[config.mk]
export PLATFORM = sky130hd
export DESIGN_NAME = two_axis_speed_ratio_top
export DESIGN_NICKNAME = d
export VERILOG_FILES = /design/src/rtl/core/tasr_pkg.sv /design/src/rtl/core/tasr_fifo.sv /design/src/rtl/core/tasr_front.sv /design/src/rtl/core/tasr_div.sv /design/src/rtl/core/tasr_back.sv /design/src/rtl/core/two_axis_speed_ratio_top.sv
export SDC_FILE = /design/constraint.sdc
export NUM_CORES = 2
export LEC_CHECK = 0
export BUFFER_PORTS_ARGS = -buffer_cell sky130_fd_sc_hd__buf_2
export CELL_PAD_IN_SITES_DETAIL_PLACEMENT = 1
export CELL_PAD_IN_SITES_GLOBAL_PLACEMENT = 1
export CORE_ASPECT_RATIO = 0.7
export CORE_MARGIN = 3
export CORE_UTILIZATION = 50
export CTS_BUF_LIST = sky130_fd_sc_hd__clkbuf_8
export CTS_CLUSTER_SIZE = 25
export DETAILED_ROUTE_END_ITERATION = 6
export PLACE_DENSITY_LB_ADDON = 0.1
export SKIP_LAST_GASP = 1
export SYNTH_ARGS = -nofsm -noshare
export SYNTH_HDL_FRONTEND = slang
export SYNTH_SLANG_ARGS = --single-unit
[constraint.sdc]
create_clock -name clk_i -period 36.1 [get_ports clk_i]
set_input_delay 3.61 -clock clk_i [delete_from_list [all_inputs] [get_ports clk_i]]
set_output_delay 3.61 -clock clk_i [all_outputs]
set_load 0.01 [all_outputs]
[src/rtl/core/tasr_pkg.sv]
`timescale 1ns / 1ps
`default_nettype none

package tasr_pkg;

  localparam int unsigned COORD_W = 8;
  localparam int unsigned SPEED_W = 8;
  localparam int unsigned DIR_W   = 2;
  localparam int unsigned QUO_W   = 8;
  localparam int unsigned NUM_W   = 2 * QUO_W;

  localparam logic [SPEED_W-1:0] BASE_SPEED_RST  = 8'd100;
  localparam logic [SPEED_W-1:0] EQUAL_SPEED     = 8'd100;
  localparam logic [SPEED_W-1:0] MAX_SPEED       = 8'd255;
  localparam logic [SPEED_W-1:0] MIN_MINOR_SPEED = 8'd60;

  typedef enum logic [DIR_W-1:0] {
    DIR_STOP = 2'd0,
    DIR_FWD  = 2'd1,
    DIR_BWD  = 2'd2
  } dir_e;

  typedef enum logic [1:0] {
    SLOPE_AXIS,
    SLOPE_EQUAL,
    SLOPE_SHALLOW,
    SLOPE_STEEP
  } slope_e;

  typedef struct packed {
    logic [COORD_W-1:0] x_start;
    logic [COORD_W-1:0] x_end;
    logic [COORD_W-1:0] y_start;
    logic [COORD_W-1:0] y_end;
  } in_t;

  typedef struct packed {
    logic [DIR_W-1:0]   x_direction;
    logic [DIR_W-1:0]   y_direction;
    logic [SPEED_W-1:0] x_speed;
    logic [SPEED_W-1:0] y_speed;
  } out_t;

  // Classified segment, handed from front to back
  typedef struct packed {
    dir_e               x_dir;
    dir_e               y_dir;
    slope_e             slope;
    logic [COORD_W-1:0] dx;
    logic [COORD_W-1:0] dy;
    logic [SPEED_W-1:0] base;
    logic [NUM_W-1:0]   num;
  } cmd_t;

  // Sideband carried along the first divider
  typedef struct packed {
    dir_e               x_dir;
    dir_e               y_dir;
    slope_e             slope;
    logic [COORD_W-1:0] dx;
    logic [COORD_W-1:0] dy;
    logic [SPEED_W-1:0] base;
    logic               big;
  } s1_t;

  // Sideband carried along the second divider
  typedef struct packed {
    dir_e               x_dir;
    dir_e               y_dir;
    slope_e             slope;
    logic [SPEED_W-1:0] x_speed;
    logic [SPEED_W-1:0] y_speed;
  } s2_t;

endpackage

`default_nettype wire

[src/rtl/core/tasr_fifo.sv]
`timescale 1ns / 1ps
`default_nettype none

module tasr_fifo #(
  parameter int unsigned WIDTH = 8,
  parameter int unsigned DEPTH = 2
) (
  input  wire logic             clk_i,
  input  wire logic             rst_ni,
  input  wire logic             push_i,
  input  wire logic [WIDTH-1:0] wdata_i,
  input  wire logic             pop_i,
  output logic [WIDTH-1:0]      rdata_o,
  output logic                  full_o,
  output logic                  empty_o
);

  localparam int unsigned PW = (DEPTH > 1) ? $clog2(DEPTH) : 1;
  localparam int unsigned CW = $clog2(DEPTH + 1);

  logic [WIDTH-1:0] mem_q [DEPTH];
  logic [PW-1:0]    wr_ptr_q, wr_ptr_d, rd_ptr_q, rd_ptr_d;
  logic [CW-1:0]    cnt_q, cnt_d;
  logic             do_push, do_pop;

  assign full_o  = (cnt_q == CW'(DEPTH));
  assign empty_o = (cnt_q == '0);
  assign do_push = push_i && !full_o;
  assign do_pop  = pop_i && !empty_o;
  assign rdata_o = mem_q[rd_ptr_q];

  always_comb begin
    wr_ptr_d = wr_ptr_q;
    rd_ptr_d = rd_ptr_q;
    cnt_d    = cnt_q;
    if (do_push) begin
      wr_ptr_d = (wr_ptr_q == PW'(DEPTH - 1)) ? '0 : wr_ptr_q + 1'b1;
    end
    if (do_pop) begin
      rd_ptr_d = (rd_ptr_q == PW'(DEPTH - 1)) ? '0 : rd_ptr_q + 1'b1;
    end
    if (do_push && !do_pop) begin
      cnt_d = cnt_q + 1'b1;
    end else if (do_pop && !do_push) begin
      cnt_d = cnt_q - 1'b1;
    end
  end

  always_ff @(posedge clk_i or negedge rst_ni) begin
    if (!rst_ni) begin
      wr_ptr_q <= '0;
      rd_ptr_q <= '0;
      cnt_q    <= '0;
    end else begin
      wr_ptr_q <= wr_ptr_d;
      rd_ptr_q <= rd_ptr_d;
      cnt_q    <= cnt_d;
    end
  end

  always_ff @(posedge clk_i) begin
    if (do_push) begin
      mem_q[wr_ptr_q] <= wdata_i;
    end
  end

endmodule

`default_nettype wire

[src/rtl/core/tasr_front.sv]
`timescale 1ns / 1ps
`default_nettype none

module tasr_front (
  input  tasr_pkg::in_t                        item_i,
  input  wire logic [tasr_pkg::SPEED_W-1:0]    base_i,
  output tasr_pkg::cmd_t                       cmd_o
);

  import tasr_pkg::*;

  dir_e               x_dir, y_dir;
  logic [COORD_W-1:0] dx, dy;

  always_comb begin
    if (item_i.x_end > item_i.x_start) begin
      x_dir = DIR_FWD;
      dx    = item_i.x_end - item_i.x_start;
    end else if (item_i.x_end < item_i.x_start) begin
      x_dir = DIR_BWD;
      dx    = item_i.x_start - item_i.x_end;
    end else begin
      x_dir = DIR_STOP;
      dx    = '0;
    end
    if (item_i.y_end > item_i.y_start) begin
      y_dir = DIR_FWD;
      dy    = item_i.y_end - item_i.y_start;
    end else if (item_i.y_end < item_i.y_start) begin
      y_dir = DIR_BWD;
      dy    = item_i.y_start - item_i.y_end;
    end else begin
      y_dir = DIR_STOP;
      dy    = '0;
    end
  end

  always_comb begin
    cmd_o.x_dir = x_dir;
    cmd_o.y_dir = y_dir;
    cmd_o.dx    = dx;
    cmd_o.dy    = dy;
    cmd_o.base  = base_i;
    cmd_o.num   = '0;
    if (x_dir == DIR_STOP || y_dir == DIR_STOP) begin
      cmd_o.slope = SLOPE_AXIS;
    end else if (dx == dy) begin
      cmd_o.slope = SLOPE_EQUAL;
    end else if (dy < dx) begin
      // ceil(60*dx/dy) as floor((60*dx + dy - 1)/dy)
      cmd_o.slope = SLOPE_SHALLOW;
      cmd_o.num   = NUM_W'(dx) * NUM_W'(MIN_MINOR_SPEED) + NUM_W'(dy) - NUM_W'(1);
    end else begin
      cmd_o.slope = SLOPE_STEEP;
      cmd_o.num   = NUM_W'(dx) * NUM_W'(MAX_SPEED);
    end
  end

endmodule

`default_nettype wire

[src/rtl/core/tasr_div.sv]
`timescale 1ns / 1ps
`default_nettype none

// Restoring divider, one quotient bit per stage. Requires num < den * 2**QUO_W.
module tasr_div #(
  parameter int unsigned SIDE_W = 8
) (
  input  wire logic                          clk_i,
  input  wire logic                          rst_ni,
  input  wire logic                          en_i,
  input  wire logic                          valid_i,
  input  wire logic [tasr_pkg::NUM_W-1:0]    num_i,
  input  wire logic [tasr_pkg::QUO_W-1:0]    den_i,
  input  wire logic [SIDE_W-1:0]             side_i,
  output logic                               valid_o,
  output logic [tasr_pkg::QUO_W-1:0]         quo_o,
  output logic [SIDE_W-1:0]                  side_o
);

  import tasr_pkg::*;

  logic [QUO_W-1:0]  vld_q;
  logic [NUM_W-1:0]  rem_q  [QUO_W];
  logic [QUO_W-1:0]  quo_q  [QUO_W];
  logic [QUO_W-1:0]  den_q  [QUO_W];
  logic [SIDE_W-1:0] side_q [QUO_W];

  for (genvar k = 0; k < QUO_W; k++) begin : g_step
    logic              vld_in;
    logic [NUM_W-1:0]  rem_in, rem_d, shifted;
    logic [QUO_W-1:0]  quo_in, quo_d, den_in;
    logic [SIDE_W-1:0] side_in;

    if (k == 0) begin : g_first
      assign vld_in  = valid_i;
      assign rem_in  = num_i;
      assign quo_in  = '0;
      assign den_in  = den_i;
      assign side_in = side_i;
    end else begin : g_next
      assign vld_in  = vld_q[k-1];
      assign rem_in  = rem_q[k-1];
      assign quo_in  = quo_q[k-1];
      assign den_in  = den_q[k-1];
      assign side_in = side_q[k-1];
    end

    always_comb begin
      shifted = NUM_W'(den_in) << (QUO_W - 1 - k);
      quo_d   = quo_in;
      rem_d   = rem_in;
      if (rem_in >= shifted) begin
        rem_d                = rem_in - shifted;
        quo_d[QUO_W - 1 - k] = 1'b1;
      end
    end

    always_ff @(posedge clk_i or negedge rst_ni) begin
      if (!rst_ni) begin
        vld_q[k] <= 1'b0;
      end else if (en_i) begin
        vld_q[k] <= vld_in;
      end
    end

    always_ff @(posedge clk_i) begin
      if (en_i) begin
        rem_q[k]  <= rem_d;
        quo_q[k]  <= quo_d;
        den_q[k]  <= den_in;
        side_q[k] <= side_in;
      end
    end
  end

  assign valid_o = vld_q[QUO_W-1];
  assign quo_o   = quo_q[QUO_W-1];
  assign side_o  = side_q[QUO_W-1];

endmodule

`default_nettype wire

[src/rtl/core/tasr_back.sv]
`timescale 1ns / 1ps
`default_nettype none

module tasr_back (
  input  wire logic       clk_i,
  input  wire logic       rst_ni,
  input  tasr_pkg::cmd_t  cmd_i,
  input  wire logic       cmd_valid_i,
  output logic            cmd_pop_o,
  output tasr_pkg::out_t  res_o,
  output logic            res_valid_o,
  input  wire logic       res_full_i
);

  import tasr_pkg::*;

  logic adv;

  // first divider: x speed bound
  s1_t              s1_in, s1_out;
  logic [NUM_W-1:0] num1;
  logic             d1_valid;
  logic [QUO_W-1:0] q1;

  // middle stage: x speed select and product for y
  logic             m_vld_q;
  s2_t              m_side_q, m_side_d;
  logic [NUM_W-1:0] m_prod_q, m_prod_d;
  logic [QUO_W-1:0] m_dx_q;
  logic [SPEED_W-1:0] vx;

  // second divider: y speed
  s2_t              s2_out;
  logic             d2_valid;
  logic [QUO_W-1:0] q2;

  // Hold the whole pipe only while a finished beat cannot leave
  assign adv       = !(d2_valid && res_full_i);
  assign cmd_pop_o = adv && cmd_valid_i;

  always_comb begin
    s1_in.x_dir = cmd_i.x_dir;
    s1_in.y_dir = cmd_i.y_dir;
    s1_in.slope = cmd_i.slope;
    s1_in.dx    = cmd_i.dx;
    s1_in.dy    = cmd_i.dy;
    s1_in.base  = cmd_i.base;
    s1_in.big   = (cmd_i.num >= {cmd_i.dy, {QUO_W{1'b0}}});
    num1        = '0;
    if ((cmd_i.slope == SLOPE_SHALLOW || cmd_i.slope == SLOPE_STEEP) && !s1_in.big) begin
      num1 = cmd_i.num;
    end
  end

  tasr_div #(
    .SIDE_W ($bits(s1_t))
  ) u_div_x (
    .clk_i   (clk_i),
    .rst_ni  (rst_ni),
    .en_i    (adv),
    .valid_i (cmd_valid_i),
    .num_i   (num1),
    .den_i   (cmd_i.dy),
    .side_i  (s1_in),
    .valid_o (d1_valid),
    .quo_o   (q1),
    .side_o  (s1_out)
  );

  always_comb begin
    m_side_d.x_dir   = s1_out.x_dir;
    m_side_d.y_dir   = s1_out.y_dir;
    m_side_d.slope   = s1_out.slope;
    m_side_d.y_speed = '0;
    vx               = '0;
    unique case (s1_out.slope)
      SLOPE_AXIS: begin
        vx               = (s1_out.x_dir == DIR_STOP) ? '0 : s1_out.base;
        m_side_d.y_speed = (s1_out.y_dir == DIR_STOP) ? '0 : s1_out.base;
      end
      SLOPE_EQUAL: begin
        vx               = EQUAL_SPEED;
        m_side_d.y_speed = EQUAL_SPEED;
      end
      SLOPE_SHALLOW: begin
        vx = s1_out.big ? MAX_SPEED : ((q1 > s1_out.base) ? q1 : s1_out.base);
      end
      SLOPE_STEEP: begin
        vx = (q1 < s1_out.base) ? q1 : s1_out.base;
      end
      default: begin
        vx = '0;
      end
    endcase
    m_side_d.x_speed = vx;
    m_prod_d         = '0;
    if (s1_out.slope == SLOPE_SHALLOW || s1_out.slope == SLOPE_STEEP) begin
      m_prod_d = NUM_W'(vx) * NUM_W'(s1_out.dy);
    end
  end

  always_ff @(posedge clk_i or negedge rst_ni) begin
    if (!rst_ni) begin
      m_vld_q <= 1'b0;
    end else if (adv) begin
      m_vld_q <= d1_valid;
    end
  end

  always_ff @(posedge clk_i) begin
    if (adv) begin
      m_side_q <= m_side_d;
      m_prod_q <= m_prod_d;
      m_dx_q   <= s1_out.dx;
    end
  end

  tasr_div #(
    .SIDE_W ($bits(s2_t))
  ) u_div_y (
    .clk_i   (clk_i),
    .rst_ni  (rst_ni),
    .en_i    (adv),
    .valid_i (m_vld_q),
    .num_i   (m_prod_q),
    .den_i   (m_dx_q),
    .side_i  (m_side_q),
    .valid_o (d2_valid),
    .quo_o   (q2),
    .side_o  (s2_out)
  );

  always_comb begin
    res_o.x_direction = s2_out.x_dir;
    res_o.y_direction = s2_out.y_dir;
    res_o.x_speed     = s2_out.x_speed;
    res_o.y_speed     = s2_out.y_speed;
    if (s2_out.slope == SLOPE_SHALLOW || s2_out.slope == SLOPE_STEEP) begin
      res_o.y_speed = q2;
    end
  end

  assign res_valid_o = d2_valid;

endmodule

`default_nettype wire

[src/rtl/core/two_axis_speed_ratio_top.sv]
// Path: a result passes the segment queue, the x divider, the speed select and
//   product register and the y divider before it reaches the result queue.
// Throughput: one beat per cycle while the result queue has room; 8-stage dividers.
// Reset (rst_ni low, asynchronous): both queues empty, pipeline drained,
//   base_speed back to 100. No clearing pass; push is taken right after reset.
`timescale 1ns / 1ps
`default_nettype none

module two_axis_speed_ratio_top #(
  parameter int unsigned MID_DEPTH = 2,
  parameter int unsigned OUT_DEPTH = 2
) (
  input  wire logic                        clk_i,
  input  wire logic                        rst_ni,
  // segment input queue side
  input  wire logic                        push,
  output logic                             full,
  input  tasr_pkg::in_t                    in_i,
  // result queue side
  output logic                             empty,
  input  wire logic                        pop,
  output tasr_pkg::out_t                   out_o,
  // base_speed write channel
  input  wire logic                        cfg_valid_i,
  output logic                             cfg_ready_o,
  input  wire logic [tasr_pkg::SPEED_W-1:0] cfg_data_i
);

  import tasr_pkg::*;

  logic [SPEED_W-1:0] base_q;
  cmd_t               front_cmd, mid_cmd;
  logic               mid_full, mid_empty, mid_pop;
  out_t               back_res;
  logic               back_valid, out_full;

  // Always ready for a write: the user must change the register only while idle; the block does not enforce it.
  assign cfg_ready_o = 1'b1;

  always_ff @(posedge clk_i or negedge rst_ni) begin
    if (!rst_ni) begin
      base_q <= BASE_SPEED_RST;
    end else if (cfg_valid_i && cfg_ready_o) begin
      base_q <= cfg_data_i;
    end
  end

  // Front: find directions, magnitudes and slope class, and build the
  // dividend for the x speed bound. The base speed travels with the beat.
  tasr_front u_front (
    .item_i (in_i),
    .base_i (base_q),
    .cmd_o  (front_cmd)
  );

  // Short queue between front and back; the input side is full when it is.
  tasr_fifo #(
    .WIDTH ($bits(cmd_t)),
    .DEPTH (MID_DEPTH)
  ) u_mid_q (
    .clk_i   (clk_i),
    .rst_ni  (rst_ni),
    .push_i  (push),
    .wdata_i (front_cmd),
    .pop_i   (mid_pop),
    .rdata_o (mid_cmd),
    .full_o  (mid_full),
    .empty_o (mid_empty)
  );

  assign full = mid_full;

  // Back: x speed from the first divider, y speed from the second. The
  // whole pipe advances unless a finished beat meets a full result queue.
  tasr_back u_back (
    .clk_i       (clk_i),
    .rst_ni      (rst_ni),
    .cmd_i       (mid_cmd),
    .cmd_valid_i (!mid_empty),
    .cmd_pop_o   (mid_pop),
    .res_o       (back_res),
    .res_valid_o (back_valid),
    .res_full_i  (out_full)
  );

  // Result queue parts the pipe from the consumer.
  tasr_fifo #(
    .WIDTH ($bits(out_t)),
    .DEPTH (OUT_DEPTH)
  ) u_out_q (
    .clk_i   (clk_i),
    .rst_ni  (rst_ni),
    .push_i  (back_valid),
    .wdata_i (back_res),
    .pop_i   (pop),
    .rdata_o (out_o),
    .full_o  (out_full),
    .empty_o (empty)
  );

endmodule

`default_nettype wire

==> results.ini <==
[synthesis]
synthFlopType=edfxtp_1
yosysSeqAreaShare_pct=64.0
syn_area_mm2=0.0456
syn_area_per_cell_um2=13.9
yosysWarnings=0
ys_ff_latch=978
synth_fp_nets=3676
async_flop_share_pct=3.37
synth_cell_types=86
synth_edf_count=945
syn_inst=3271

[hold_path]
hold_path_end=u_back.u_div_x.side_q[1][50]$_DFFE_PN_
min-delay-path-class=register to register
hold_depth=0
hp-start=u_back.u_div_x.side_q[1][19]$_DFFE_PN_

[placement]
port-buffer-count=66
hpwl_um=67700
routabilityCongestion=0.875

[route]
routed_wl_um=94100
dr.pass1.iters=5
vias=25800
wl_per_cell_um=19.6
drc_errors=0
drt_iter0_drc=1717
vias_per_cell=5.37
antenna_left=0

[finish]
layout_common_cells=edfxtp_1 (945), inv_1 (429), ha_1 (270)
fill_cells=8933
drive_above_1_share_pct=11.3
area_growth_pct=10.0
nNetsFinal=3872
final_common_cell=edfxtp_1

[sta]
finalCriticalPeriod_ns=10.33
fin_crit_sh_pct=28.6
whs_ns=0.397
slew-limit-headroom_pct=9.89
report.final.slew_viol_count=0
setup_tns_ns=0
worstMarginPinSlew_ns=1.35
hold_viol_final=0
setup_viol=0
max_freq_mhz=96.8
fin_skew_ns=0.0337
rsz0062_at_grt=no

[clock_tree]
clkLatencyLatePin_ns=0.81
clock-sinks=978
h-tree-depth=4
cts-hold-fix-buffers=0
cts_tree=done
clk_pin_slew_ns=0.06
cts-resized-gates=0
cts_buffers=148
cts_buffer_depth=3
cts-root-buf=clkbuf_8
post_cts_buffers=0

[setup_path]
crit_arrival_ns=10.91
path_max_fanout=11
r2r_start=u_back.u_div_x.side_q[1][95]$_DFFE_PN_
path_class=input port to register
cp-startpoint=in_i[16]
reg2reg_to=u_back.m_prod_q[15]$_SDFFCE_PN0N_
required_ns=36.68
end_kind=register
crit_path_start_kind=input port
r2r_slack_ns=28.02
ff2ff_path_depth=25

[grt]
grt_pass1_wl_um=152000
grt_overflow_total=0
grt_pass1_vias=27879
grt_max_degree=177
grt_util_all_layers_pct=20.2
antenna_found_initial=3

[die]
core_mm2=0.0902
initial_utilization_pct=50.5
die_y_um=259
io_pins=68
dieArea_mm2=0.0949
rows=92
die_w_um=367

[run]
maxCapViolations=0

[run_status]
outcome=finished clean

[cell type report]
class / instances / area, um^2 / area share, %
repair buffers: 91 / 543 / 1.08
clock inverters: 108 / 522 / 1.04
clock buffers: 156 / 2150 / 4.28
multi-input cells: 1876 / 14800 / 29.5
well taps: 1222 / 1530 / 3.05
inverters: 372 / 1400 / 2.78
flip-flops and latches: 978 / 29200 / 58.2
diodes: 3 / 7.51 / 0.0150
[worst max-delay path, stage by stage]
cell      delay [ns]
buf_2           0.09
inv_1           0.04
ha_1            0.18
inv_1           0.09
fa_1            0.25
a21o_1          0.16
a21oi_1         0.11
o21ai_2         0.43
nand2_1         0.30
inv_1           0.28
a221oi_1        0.13
a21oi_1         0.95
inv_1           0.14
fa_1            0.58
inv_1           0.07
fa_1            0.52
fa_1            0.52
fa_1            0.50
ha_1            0.29
nor3_1          0.20
o21ai_0         0.12
a31oi_1         0.29
o21bai_1        0.11
a21o_1          0.21
o31ai_1         0.29
xor2_1          0.11
a211oi_1        0.32
[layer usage]
metal / vias up / track usage [%] / wire [um]
li1: 12290 / - / -
met1: 12985 / 28.4 / 45000
met2: 405 / 32.2 / 43700
met3: 120 / 3.78 / 3750
met4: 0 / 6.03 / 1670
met5: - / 0 / 0
[flip-flops by register name, indices dropped and copies added (netlist names), 8 cells and up]
signal and cells:
u_back.u_div_y.quo_q 36, u_back.m_prod_q 16, u_out_q.mem_q 40, u_back.u_div_y.rem_q 112
u_back.u_div_x.quo_q 36, u_back.u_div_x.den_q 62, u_mid_q.mem_q 92, u_back.m_side_q 21
base_q 8, u_back.u_div_x.rem_q 112, u_back.u_div_y.den_q 56, u_back.u_div_x.side_q 186
u_back.m_dx_q 8, u_back.u_div_y.side_q 168
[how the worst max path moves through the flow]
stage,to,slack (ns),cells after the start
finish,u_mid_q.mem_q[0][14]$_DFFE_PP_,25.77,27
global route,u_mid_q.mem_q[0][14]$_DFFE_PP_,25.26,27
CTS,u_mid_q.mem_q[0][14]$_DFFE_PP_,25.92,27
detailed placement,u_mid_q.mem_q[0][14]$_DFFE_PP_,25.03,27
global placement,u_mid_q.mem_q[0][13]$_DFFE_PP_,25.49,26
floorplan,u_back.u_div_x.g_step[6].vld_in$_DFFE_PN0N_,10.12,4
[cells by family after synthesis]
logic type,after synthesis,synth area share [%]
and+or+nand+nor,704,7.72
AOI/OAI and AO/OA,521,7.18
adders and majority gates,360,11.4
muxes,134,3.20
DFF,978,64.0
other,1,0.00822
buffers and inverters,417,3.50
xor gates and xnor gates,156,3.00
[cell usage after synthesis (all sizes together) (26+ instances only)]
cell / count / share of area [%]
and2: 39 / 0.53
a211oi: 26 / 0.45
nor2: 192 / 1.6
xor2: 66 / 1.3
xnor2: 90 / 1.7
clkbuf: 38 / 0.33
and3: 28 / 0.39
nand2b: 36 / 0.49
a21o: 55 / 0.91
dfrtp: 30 / 1.6
edfxtp: 945 / 62
a21oi: 166 / 1.8
inv: 372 / 3.1
fa: 90 / 4.0
nor4: 28 / 0.38
nand2: 164 / 1.3
o21ai: 124 / 1.4
nand4: 27 / 0.38
mux2i: 38 / 0.83
nor2b: 44 / 0.60
mux2: 96 / 2.4
nor3: 38 / 0.42
nand3: 43 / 0.47
ha: 270 / 7.4
a21boi: 29 / 0.48
[through the flow]
stage	cells	cell area [um^2]	setup slack, ns	util [%]
3_3_place_gp	4539	47500	25.49	52.6
3_5_place_dp	4539	47500	25.03	52.6
2_1_floorplan	3271	45600	10.12	-
6_report	4806	50200	25.77	55.6
4_1_cts	4803	50200	25.92	55.6
5_1_grt	4805	50200	25.26	55.6
Power is left out: the tool's default activity adds up to more than one toggle a clock period on the data nets, which glitch-free logic cannot reach.
